**src/rtl/tpet_pkg.sv**
```systemverilog
// Shared types, constants and UID masking for the tag presence edge tracker.
// No dependencies; imported by tpet_slot and tag_presence_edge_tracker.
package tpet_pkg;

	localparam int PLAYERS_DEF = 2;
	localparam int READERS_DEF = 4;

	localparam int UID_LOW_W  = 64;
	localparam int UID_HIGH_W = 16;
	localparam int LEN_W      = 4;
	localparam int CNT_W      = 8;
	localparam int TIMEOUT_W  = 8;
	localparam int ENABLE_W   = 2;
	localparam int CFG_IDX_W  = 1;
	localparam int CFG_DATA_W = 8;

	localparam logic [LEN_W-1:0]     MAX_UID_LEN = 4'd10;
	localparam logic [TIMEOUT_W-1:0] TIMEOUT_RST = 8'd30;
	localparam logic [ENABLE_W-1:0]  ENABLE_RST  = 2'b11;
	localparam logic [CNT_W-1:0]     CNT_MAX     = 8'hFF;

	localparam logic CMD_REPORT = 1'b0;
	localparam logic CMD_TICK   = 1'b1;

	localparam logic [CFG_IDX_W-1:0] REG_TIMEOUT = 1'd0;
	localparam logic [CFG_IDX_W-1:0] REG_ENABLE  = 1'd1;

	typedef struct packed {
		logic [UID_LOW_W-1:0]  low;
		logic [UID_HIGH_W-1:0] high;
		logic [LEN_W-1:0]      length;
	} uid_t;

	typedef struct packed {
		logic age;
		logic clear_seen;
		logic hit;
		logic write;
	} slot_ctl_t;

	// saturate the length and zero every byte at or past it
	function automatic uid_t mask_uid(input logic [UID_LOW_W-1:0] low,
			input logic [UID_HIGH_W-1:0] high, input logic [LEN_W-1:0] length);
		uid_t r;
		logic [LEN_W-1:0] len;
		len = (length > MAX_UID_LEN) ? MAX_UID_LEN : length;
		r.length = len;
		for (int i = 0; i < UID_LOW_W / 8; i++) begin
			r.low[8*i +: 8] = (len > LEN_W'(i)) ? low[8*i +: 8] : 8'h00;
		end
		for (int i = 0; i < UID_HIGH_W / 8; i++) begin
			r.high[8*i +: 8] = (len > LEN_W'(i + UID_LOW_W / 8)) ? high[8*i +: 8] : 8'h00;
		end
		return r;
	endfunction

endpackage

```
**src/rtl/tag_presence_edge_tracker.sv**
```systemverilog
// Top level of the tag presence edge tracker: input register, slot grid and
// event output register. Depends on tpet_pkg and tpet_slot.
// Usage:
//   Item channel (item_valid / item_stall) carries card reports (cmd 0) and
//   end-of-frame ticks (cmd 1). Event channel (event_valid / event_stall)
//   carries one word per report whose UID differs from the one stored on
//   its slot (player, reader). Reports for an absent reader, absent player
//   or disabled player are dropped.
//   Flow: an accepted word is registered in the input register; as it leaves
//   that register it updates the slot state and registers its event.
//   Throughput: one word per cycle while no event is held by event_stall;
//   every slot sits in flops and a tick ages all slots of enabled players in the same cycle.
//   Stall: a waiting event holds while event_stall is high; one more word
//   is taken into the input register, then item_stall rises until the
//   event is taken.
//   Reset: all stored tags, counters and seen marks clear; removal_timeout
//   returns to 30 and player_enable to both players.
//   Configuration: cfg_we writes cfg_data to register cfg_index (0 removal_timeout,
//   1 player_enable); the user must write only while no word is in flight, unenforced here.
module tag_presence_edge_tracker #(
	parameter int PLAYERS = tpet_pkg::PLAYERS_DEF,
	parameter int READERS = tpet_pkg::READERS_DEF
) (
	input  logic                                clk,
	input  logic                                arst_n,
	input  logic                                cfg_we,
	input  logic [tpet_pkg::CFG_IDX_W-1:0]      cfg_index,
	input  logic [tpet_pkg::CFG_DATA_W-1:0]     cfg_data,
	input  logic                                item_valid,
	output logic                                item_stall,
	input  logic                                cmd,
	input  logic                                player,
	input  logic [2:0]                          reader,
	input  logic [tpet_pkg::UID_LOW_W-1:0]      uid_low,
	input  logic [tpet_pkg::UID_HIGH_W-1:0]     uid_high,
	input  logic [tpet_pkg::LEN_W-1:0]          uid_length,
	output logic                                event_valid,
	input  logic                                event_stall,
	output logic                                event_player,
	output logic [2:0]                          event_reader,
	output logic [tpet_pkg::UID_LOW_W-1:0]      event_uid_low,
	output logic [tpet_pkg::UID_HIGH_W-1:0]     event_uid_high,
	output logic [tpet_pkg::LEN_W-1:0]          event_uid_length
);
	import tpet_pkg::*;

	localparam int SLOTS  = PLAYERS * READERS;
	localparam int SLOT_W = (SLOTS > 1) ? $clog2(SLOTS) : 1;

	logic [TIMEOUT_W-1:0] removal_timeout_q;
	logic [ENABLE_W-1:0]  player_enable_q;

	logic       valid_s1;
	logic       cmd_s1;
	logic       player_s1;
	logic [2:0] reader_s1;
	uid_t       uid_s1;

	logic       event_valid_q;
	logic       event_player_q;
	logic [2:0] event_reader_q;
	uid_t       event_uid_q;

	uid_t              stored [SLOTS];
	slot_ctl_t         ctl    [SLOTS];
	logic [SLOT_W-1:0] slot_idx;
	uid_t              sel_uid;
	logic              blocked;
	logic              fire;
	logic              report_ok;
	logic              differ;
	logic              emit;
	logic              tick;

	always_ff @(posedge clk or negedge arst_n) begin
		if (!arst_n) begin
			removal_timeout_q <= TIMEOUT_RST;
			player_enable_q   <= ENABLE_RST;
		end else if (cfg_we) begin
			unique case (cfg_index)
				REG_TIMEOUT: removal_timeout_q <= cfg_data[TIMEOUT_W-1:0];
				REG_ENABLE:  player_enable_q   <= cfg_data[ENABLE_W-1:0];
				default: ;
			endcase
		end
	end

	assign blocked    = event_valid_q && event_stall;
	assign fire       = valid_s1 && !blocked;
	assign item_stall = valid_s1 && blocked;

	always_ff @(posedge clk or negedge arst_n) begin
		if (!arst_n) begin
			valid_s1 <= 1'b0;
		end else if (item_valid && !item_stall) begin
			valid_s1 <= 1'b1;
		end else if (fire) begin
			valid_s1 <= 1'b0;
		end
	end

	always_ff @(posedge clk) begin
		if (item_valid && !item_stall) begin
			cmd_s1    <= cmd;
			player_s1 <= player;
			reader_s1 <= reader;
			uid_s1    <= mask_uid(uid_low, uid_high, uid_length);
		end
	end

	assign tick      = fire && (cmd_s1 == CMD_TICK);
	assign report_ok = fire && (cmd_s1 == CMD_REPORT) && (int'(player_s1) < PLAYERS)
		&& (int'(reader_s1) < READERS) && player_enable_q[player_s1];
	assign slot_idx  = SLOT_W'(int'(player_s1) * READERS + int'(reader_s1));
	assign sel_uid   = stored[slot_idx];
	assign differ    = (sel_uid != uid_s1);
	assign emit      = report_ok && differ;

	for (genvar s = 0; s < SLOTS; s++) begin : g_slot
		always_comb begin
			ctl[s].age        = tick && player_enable_q[s / READERS];
			ctl[s].clear_seen = tick;
			ctl[s].hit        = report_ok && (slot_idx == SLOT_W'(s));
			ctl[s].write      = differ;
		end

		tpet_slot u_slot (
			.clk             (clk),
			.arst_n          (arst_n),
			.ctl             (ctl[s]),
			.new_uid         (uid_s1),
			.removal_timeout (removal_timeout_q),
			.stored          (stored[s])
		);
	end

	always_ff @(posedge clk or negedge arst_n) begin
		if (!arst_n) begin
			event_valid_q <= 1'b0;
		end else if (fire) begin
			event_valid_q <= emit;
		end else if (!event_stall) begin
			event_valid_q <= 1'b0;
		end
	end

	always_ff @(posedge clk) begin
		if (fire && emit) begin
			event_player_q <= player_s1;
			event_reader_q <= reader_s1;
			event_uid_q    <= uid_s1;
		end
	end

	assign event_valid      = event_valid_q;
	assign event_player     = event_player_q;
	assign event_reader     = event_reader_q;
	assign event_uid_low    = event_uid_q.low;
	assign event_uid_high   = event_uid_q.high;
	assign event_uid_length = event_uid_q.length;

endmodule

```
**src/rtl/tpet_slot.sv**
```systemverilog
// One reader slot: stored UID, silence counter and seen-this-frame mark.
// Depends on tpet_pkg.
module tpet_slot (
	input  logic                               clk,
	input  logic                               arst_n,
	input  tpet_pkg::slot_ctl_t                ctl,
	input  tpet_pkg::uid_t                     new_uid,
	input  logic [tpet_pkg::TIMEOUT_W-1:0]     removal_timeout,
	output tpet_pkg::uid_t                     stored
);
	import tpet_pkg::*;

	uid_t             uid_q;
	logic [CNT_W-1:0] cnt_q;
	logic             seen_q;
	logic [CNT_W-1:0] cnt_inc;

	assign cnt_inc = (cnt_q == CNT_MAX) ? cnt_q : cnt_q + CNT_W'(1);
	assign stored  = uid_q;

	always_ff @(posedge clk or negedge arst_n) begin
		if (!arst_n) begin
			uid_q  <= '0;
			cnt_q  <= '0;
			seen_q <= 1'b0;
		end else begin
			if (ctl.hit) begin
				seen_q <= 1'b1;
				cnt_q  <= '0;
				if (ctl.write) begin
					uid_q <= new_uid;
				end
			end
			if (ctl.age && !seen_q) begin
				if (cnt_inc >= removal_timeout) begin
					uid_q <= '0;
					cnt_q <= '0;
				end else begin
					cnt_q <= cnt_inc;
				end
			end
			if (ctl.clear_seen) begin
				seen_q <= 1'b0;
			end
		end
	end

endmodule
```
**config.mk**
```make
export PLATFORM = sky130hd
export DESIGN_NAME = tag_presence_edge_tracker
export DESIGN_NICKNAME = d
export VERILOG_FILES = /design/src/rtl/tpet_pkg.sv /design/src/rtl/tag_presence_edge_tracker.sv /design/src/rtl/tpet_slot.sv
export SDC_FILE = /design/constraint.sdc
export NUM_CORES = 2
export LEC_CHECK = 0
export ABC_CLOCK_PERIOD_IN_PS = 15280
export BUFFER_PORTS_ARGS = -buffer_cell sky130_fd_sc_hd__buf_4
export CAP_MARGIN = 20
export CORE_MARGIN = 8
export CORE_UTILIZATION = 50
export CTS_BUF_LIST = sky130_fd_sc_hd__clkbuf_8
export DETAILED_ROUTE_END_ITERATION = 10
export GPL_TIMING_DRIVEN = 0
export PLACE_DENSITY_LB_ADDON = 0.25
export REMOVE_ABC_BUFFERS = 1
export SYNTH_ARGS = -nofsm -noshare
export SYNTH_HDL_FRONTEND = slang
export SYNTH_HIERARCHICAL = 1
export SYNTH_SLANG_ARGS = --single-unit
```
**constraint.sdc**
```tcl
create_clock -name clk -period 15.28 [get_ports clk]
set_clock_uncertainty 0.1 [all_clocks]
set_input_delay 4.584 -clock clk [delete_from_list [all_inputs] [get_ports clk]]
set_output_delay 4.584 -clock clk [all_outputs]
set_load 0.05 [all_outputs]
```
Word level (Yosys, flattened, before mapping):

Cells that the tools add are included.

* bits of input ports: 103
* flip-flop bits (word level): 933
* output and inout port bits: 90
* word-level logic and storage cells: 262

* add/subtract/negate cells: 9
* bitwise operators: 3
* reduce and logical (&&, ||, !) cells: 58
* order comparisons: 22
* muxes and demuxes: 90
* equal/unequal tests: 17

Operators by type and width (count)
* $mux W84: 34
* $mux W8: 32
* $bmux W84 S3: 1
* $ne A84 B84 Y1: 1
* $add A8 B1 Y8 const B: 8
* $eq A8 B8 Y1 const B: 8
* $ge A8 B8 Y1: 8
* $reduce_bool A2 Y1: 17
* $logic_and A1 B1 Y1: 28
* $mux W1: 22
* $gt A4 B3 Y1 const B: 4
* $eq A3 B3 Y1 const B: 4
* $gt A4 B4 Y1 const B: 3
* $logic_not A1 Y1: 10
* $gt A4 B1 Y1 const B: 2
* $gt A4 B2 Y1 const B: 2
* $eq A3 B2 Y1 const B: 2
* $ge A4 B4 Y1 const B: 1
* $mux W4: 1
* $not A3 Y4: 1
* $reduce_and A2 Y1: 2
* $add A3 B3 Y3: 1
* $eq A3 B1 Y1 const B: 1
* $logic_not A3 Y1: 1
* other kinds (4): 5

Logic depth before layout (Yosys ltp):

* depth in word-level cells: 10
* depth in mapped cells: 17
* depth with buffers taken out: 11

Modules after synthesis:

Netlist, hierarchy kept.

Modules (own cells, without submodules)
* tpet_slot: cells each 455, area an instance 4315.4 µm², instances 8, seq. area each 2327.2 µm²
* tag_presence_edge_tracker: cells each 938, area an instance 13231.4 µm², instances 1, seq. area each 5622.9 µm²

Worst setup path after synthesis:

OpenSTA, ideal clock, no wires.

* path type: input -> register
* from: in event_stall
* to: reg event_player_q, in the netlist event_player (enable)
* data arrival time: 9488 ps
* stages: 5
* data required time: 14593 ps
* path buffers: 0
* slack: 5105 ps
* setup time: 587 ps
* path through: nand2_1 > nand2_1 > nor3_1 > nand2_1 > a31oi_1

* word-level cells in the longest chain between the ends: 8

Ends and longest elaborated chain
* from (decl): RTL line tag_presence_edge_tracker.sv:38 `input logic event_stall,`
* $logic_and A1 B1 Y1 (*): RTL line tag_presence_edge_tracker.sv:88 `assign blocked = event_valid_q && event_stall;`
* $logic_not A1 Y1 (*): RTL line tag_presence_edge_tracker.sv:89 `assign fire = valid_s1 && !blocked;`
* $logic_and A1 B1 Y1 (*): RTL line tag_presence_edge_tracker.sv:89
* $logic_and A1 B1 Y1: RTL line tag_presence_edge_tracker.sv:112 `assign report_ok = fire && (cmd_s1 == CMD_REPORT) && (int'(player_s1) < PLAYERS)`
* $logic_and A1 B1 Y1 (2 in series): RTL line tag_presence_edge_tracker.sv:113 `&& (int'(reader_s1) < READERS) && player_enable_q[player_s1];`
* $logic_and A1 B1 Y1: RTL line tag_presence_edge_tracker.sv:117 `assign emit = report_ok && differ;`
* $logic_and A1 B1 Y1 (*): RTL line tag_presence_edge_tracker.sv:148 `if (fire && emit) begin`
* to (signal assigned): RTL line tag_presence_edge_tracker.sv:149 `event_player_q <= player_s1;`
* to (decl): RTL line tag_presence_edge_tracker.sv:60 `logic event_player_q;`

Every way passes the cells marked *; elsewhere a longest branch is shown, timed or not.
A chain may end at the register's enable or synchronous reset.

Final worst setup path:

* from: in event_stall
* to: out item_stall

* word-level cells in the longest chain between the ends: 2

Ends and longest elaborated chain
* $logic_and A1 B1 Y1: RTL line tag_presence_edge_tracker.sv:88
* $logic_and A1 B1 Y1: RTL line tag_presence_edge_tracker.sv:90 `assign item_stall = valid_s1 && blocked;`
* to (decl): RTL line tag_presence_edge_tracker.sv:30 `output logic item_stall,`

Every way passes these cells.

==> metrics.txt <==
mux contribution to synthesized area=8.44%; CP max stage cell=buf_4; WP buf/inv=3; Synth Area in Adders=1.89%; Post-CTS Setup Inserts=0; CTS Sinks=933; unique cell type count in the Yosys netlist=67; clk buf depth=3; post_cts resized=0; slew margin rel.=24.2%; Reg2Reg Setup Slack=8.63 ns; vias in the first global route=37,577; total track usage=27.2%; # nets final=4,917; maximum vdd ir drop=0.0863 mV; routed len/inst=23.9 um; count leader, synth=nand2_1; first-pass GRT wire length=225,000 um; Placeable Area=94,900 um^2; Post-Syn Area per Cell=10.4 um^2; total wire length=147,000 um; RSZ-0062 raised after global routing=no; CP top delay family=buffers and inverters; Worst-Margin Slew=1.14 ns; worst-path maximum fanout=3; crit-path cells=buf_4 > nand3_1 > inv_1 > buf_4; vias=36,700; post-route ant nets=0; worst path arrival time=5.06 ns; Post-Route Setup TNS=0 ns; crit path kind=primary input to output port; MaxCap Viol Count=0; Die ar.=106,000 um^2; PD cells=125 nW/um^2; flop and latch count out of synthesis=933; Final Max Tran Viols=0; element type at the critical path end=output port; Vias/cell=5.97; CP Data Required Time=10.60 ns; Rows=113; Synth area leader=dfrtp_1; final worst-path cycle share=63.8%; top cells by area, synth=dfrtp_1 39%, nand2_1 11%, edfxtp_1 11%; grt ovf=0; RePlAce Congestion=0.821; non-filler cells, final=6,144; Final min period=9.75 ns; Synth Cell Area=47,800 um^2; ys async rst share=81.0%; final-report setup violation count=0; critical path launch point type=primary input; Synth top area share=39.3%; endpoints failing hold=0; Total Power=0.00684 W; Initial Utilization=50.3%; TritonRoute pass-1 iters=6; die height=325 um; Clock Latency Late Sink=0.87 ns; delay of the slowest critical-path stage=0.19 ns; leakage power=22.9 nW; status=completed; number of remaining DRC errors=0; post-synthesis cell count=4,578; Worst-path clk slew=0.06 ns; Main synth FF type=dfrtp_1; CP dominant cell by count=buf_4; dpl hpwl=90,000 um; HP Class=flip-flop to flip-flop; 1st-iter DRT viols=3,722; CTS tree=done; CTS H-tree depth=4; number of synthesized flops with an enable pin=177; dpl cells=5,841; fraction of layout cells with a size suffix above 1=25.1%; Area Overhead vs Synth=14.9%; min setup slack post-route=5.53 ns; initial antenna violation count=6; Synth Area in XOR/XNOR=2.99%; Simple-Gate Fraction of Synth Area=16.6%; IO Count=193; Fmax=0.103 GHz; Hold Buf Count CTS=0; Yosys warnings=6; post-place setup slack=5.53 ns; Synth top cells by count=1,427 x nand2_1, 750 x dfrtp_1, 481 x a21oi_2, 262 x a21oi_1, 177 x edfxtp_1; die boundary width=325 um; main combinational cell family by area after synthesis=simple AND/OR/NAND/NOR gates; largest net degree at the start of global routing=118; area fraction in compound gates after synthesis=15.3%; CTS Buf Count=162; sequential area share after synthesis=50.8%; Buffers on Ports=192; Clk Tree Root Cell=clkbuf_8
routing by layer:
metal  vias to the layer above  global-route usage, %  routed length [um]
met3                       385                   5.36               11500
met5                         -                      0                  24
met1                     18620                   36.5               60700
met2                      1631                   42.8               68400
li1                      16060                      -                   -
met4                         4                   12.2                6300
area by class of cell:
class	count	area, um^2
Fill cell	7930	40000
Sequential cell	933	24200
Multi-Input combinational cell	3281	21800
Timing Repair Buffer	283	3670
Clock buffer	194	2670
Tap cell	1265	1580
Clock inverter	104	623
Inverter	81	304
Antenna cell	3	7.51
power breakdown:
group	switching (W)	internal (W)
Combinational	0.000662	0.000670
Sequential	0.000279	0.00289
Clock	0.00109	0.00124
cells by family (layout without fill, tap and decap cells):
family          after synthesis  in the layout
compound gates              959            959
xor+xnor                    162            162
fa+ha+maj                    72             72
buf+inv                     364            662
flops                       933            933
mux                         218            218
other cells                   0              3
simple gates               1870           1870
registers in the layout (all words and copies together) (netlist names):
register              count
g_slot.u_slot/stored    672
uid_s1                   84
event_uid_low            64
g_slot.u_slot/cnt_q      64
event_uid_high           16
g_slot.u_slot/seen_q      8
removal_timeout_q         8
event_uid_length          4
event_reader              3
reader_s1                 3
player_enable_q           2
cmd_s1                    1
event_player              1
event_valid               1
player_s1                 1
valid_s1                  1
final timing paths:
check / startpoint / to / cells after the start
worst max-delay path: event_stall / item_stall / 4
worst min-delay path: g_slot[0].u_slot/seen_q$_DFFE_PN0P_ / g_slot[0].u_slot/seen_q$_DFFE_PN0P_ / 2
worst max register to register: reader_s1[0]$_DFFE_PP_ / g_slot[1].u_slot/stored[40]$_DFF_PN0_ / 15
worst min register to register: g_slot[0].u_slot/seen_q$_DFFE_PN0P_ / g_slot[0].u_slot/seen_q$_DFFE_PN0P_ / 2
max in group asynchronous: arst_n / g_slot[3].u_slot/stored[27]$_DFF_PN0_ / 4
min in group asynchronous: arst_n / g_slot[0].u_slot/stored[53]$_DFF_PN0_ / 1
layout by cell type (no fill, tap or decap), types with 24 or more instances in the layout:
cell type / Yosys / final
a21oi_1: 262 / 261
a21oi_2: 481 / 482
a22o_1: 24 / 24
and2_1: 43 / 34
and3_1: 26 / 26
buf_16: 0 / 68
buf_4: 8 / 193
clkbuf_8: 0 / 194
dfrtp_1: 750 / 750
edfxtp_1: 177 / 177
ha_1: 72 / 72
inv_1: 81 / 146
mux2i_1: 53 / 53
mux4_2: 146 / 146
nand2_1: 1427 / 1419
nand3_1: 52 / 52
nand4_1: 42 / 42
nor2_1: 99 / 97
nor2b_1: 73 / 73
nor3_1: 39 / 38
o21a_1: 43 / 35
o21ai_0: 41 / 41
xnor2_1: 107 / 106
xor2_1: 54 / 54
per-stage QoR:
stage               hold WS (ns)  util (%)  cell area, um^2
floorplan                  0.367         -            46100
global placement           0.379      51.8            49100
detailed placement         0.390      54.4            51600
CTS                        0.403      57.8            54900
global route               0.433      57.9            54900
finish                     0.400      57.9            54900
worst reg2reg max path, cell delays in order, from the launching register on:
cell and delay, ns:
edfxtp_1 0.73, buf_16 0.32, buf_16 0.17, buf_16 0.17, buf_16 0.18, inv_1 0.84, nand3_1 0.23, a2111oi_0 0.89
o22ai_1 0.31, nor4_4 0.56, nand3_1 0.48, buf_6 0.33, nand2_4 0.56, buf_16 0.37, nand2_1 0.18, a21oi_2 0.15
Note: power is estimated with default switching activity, not from simulation.
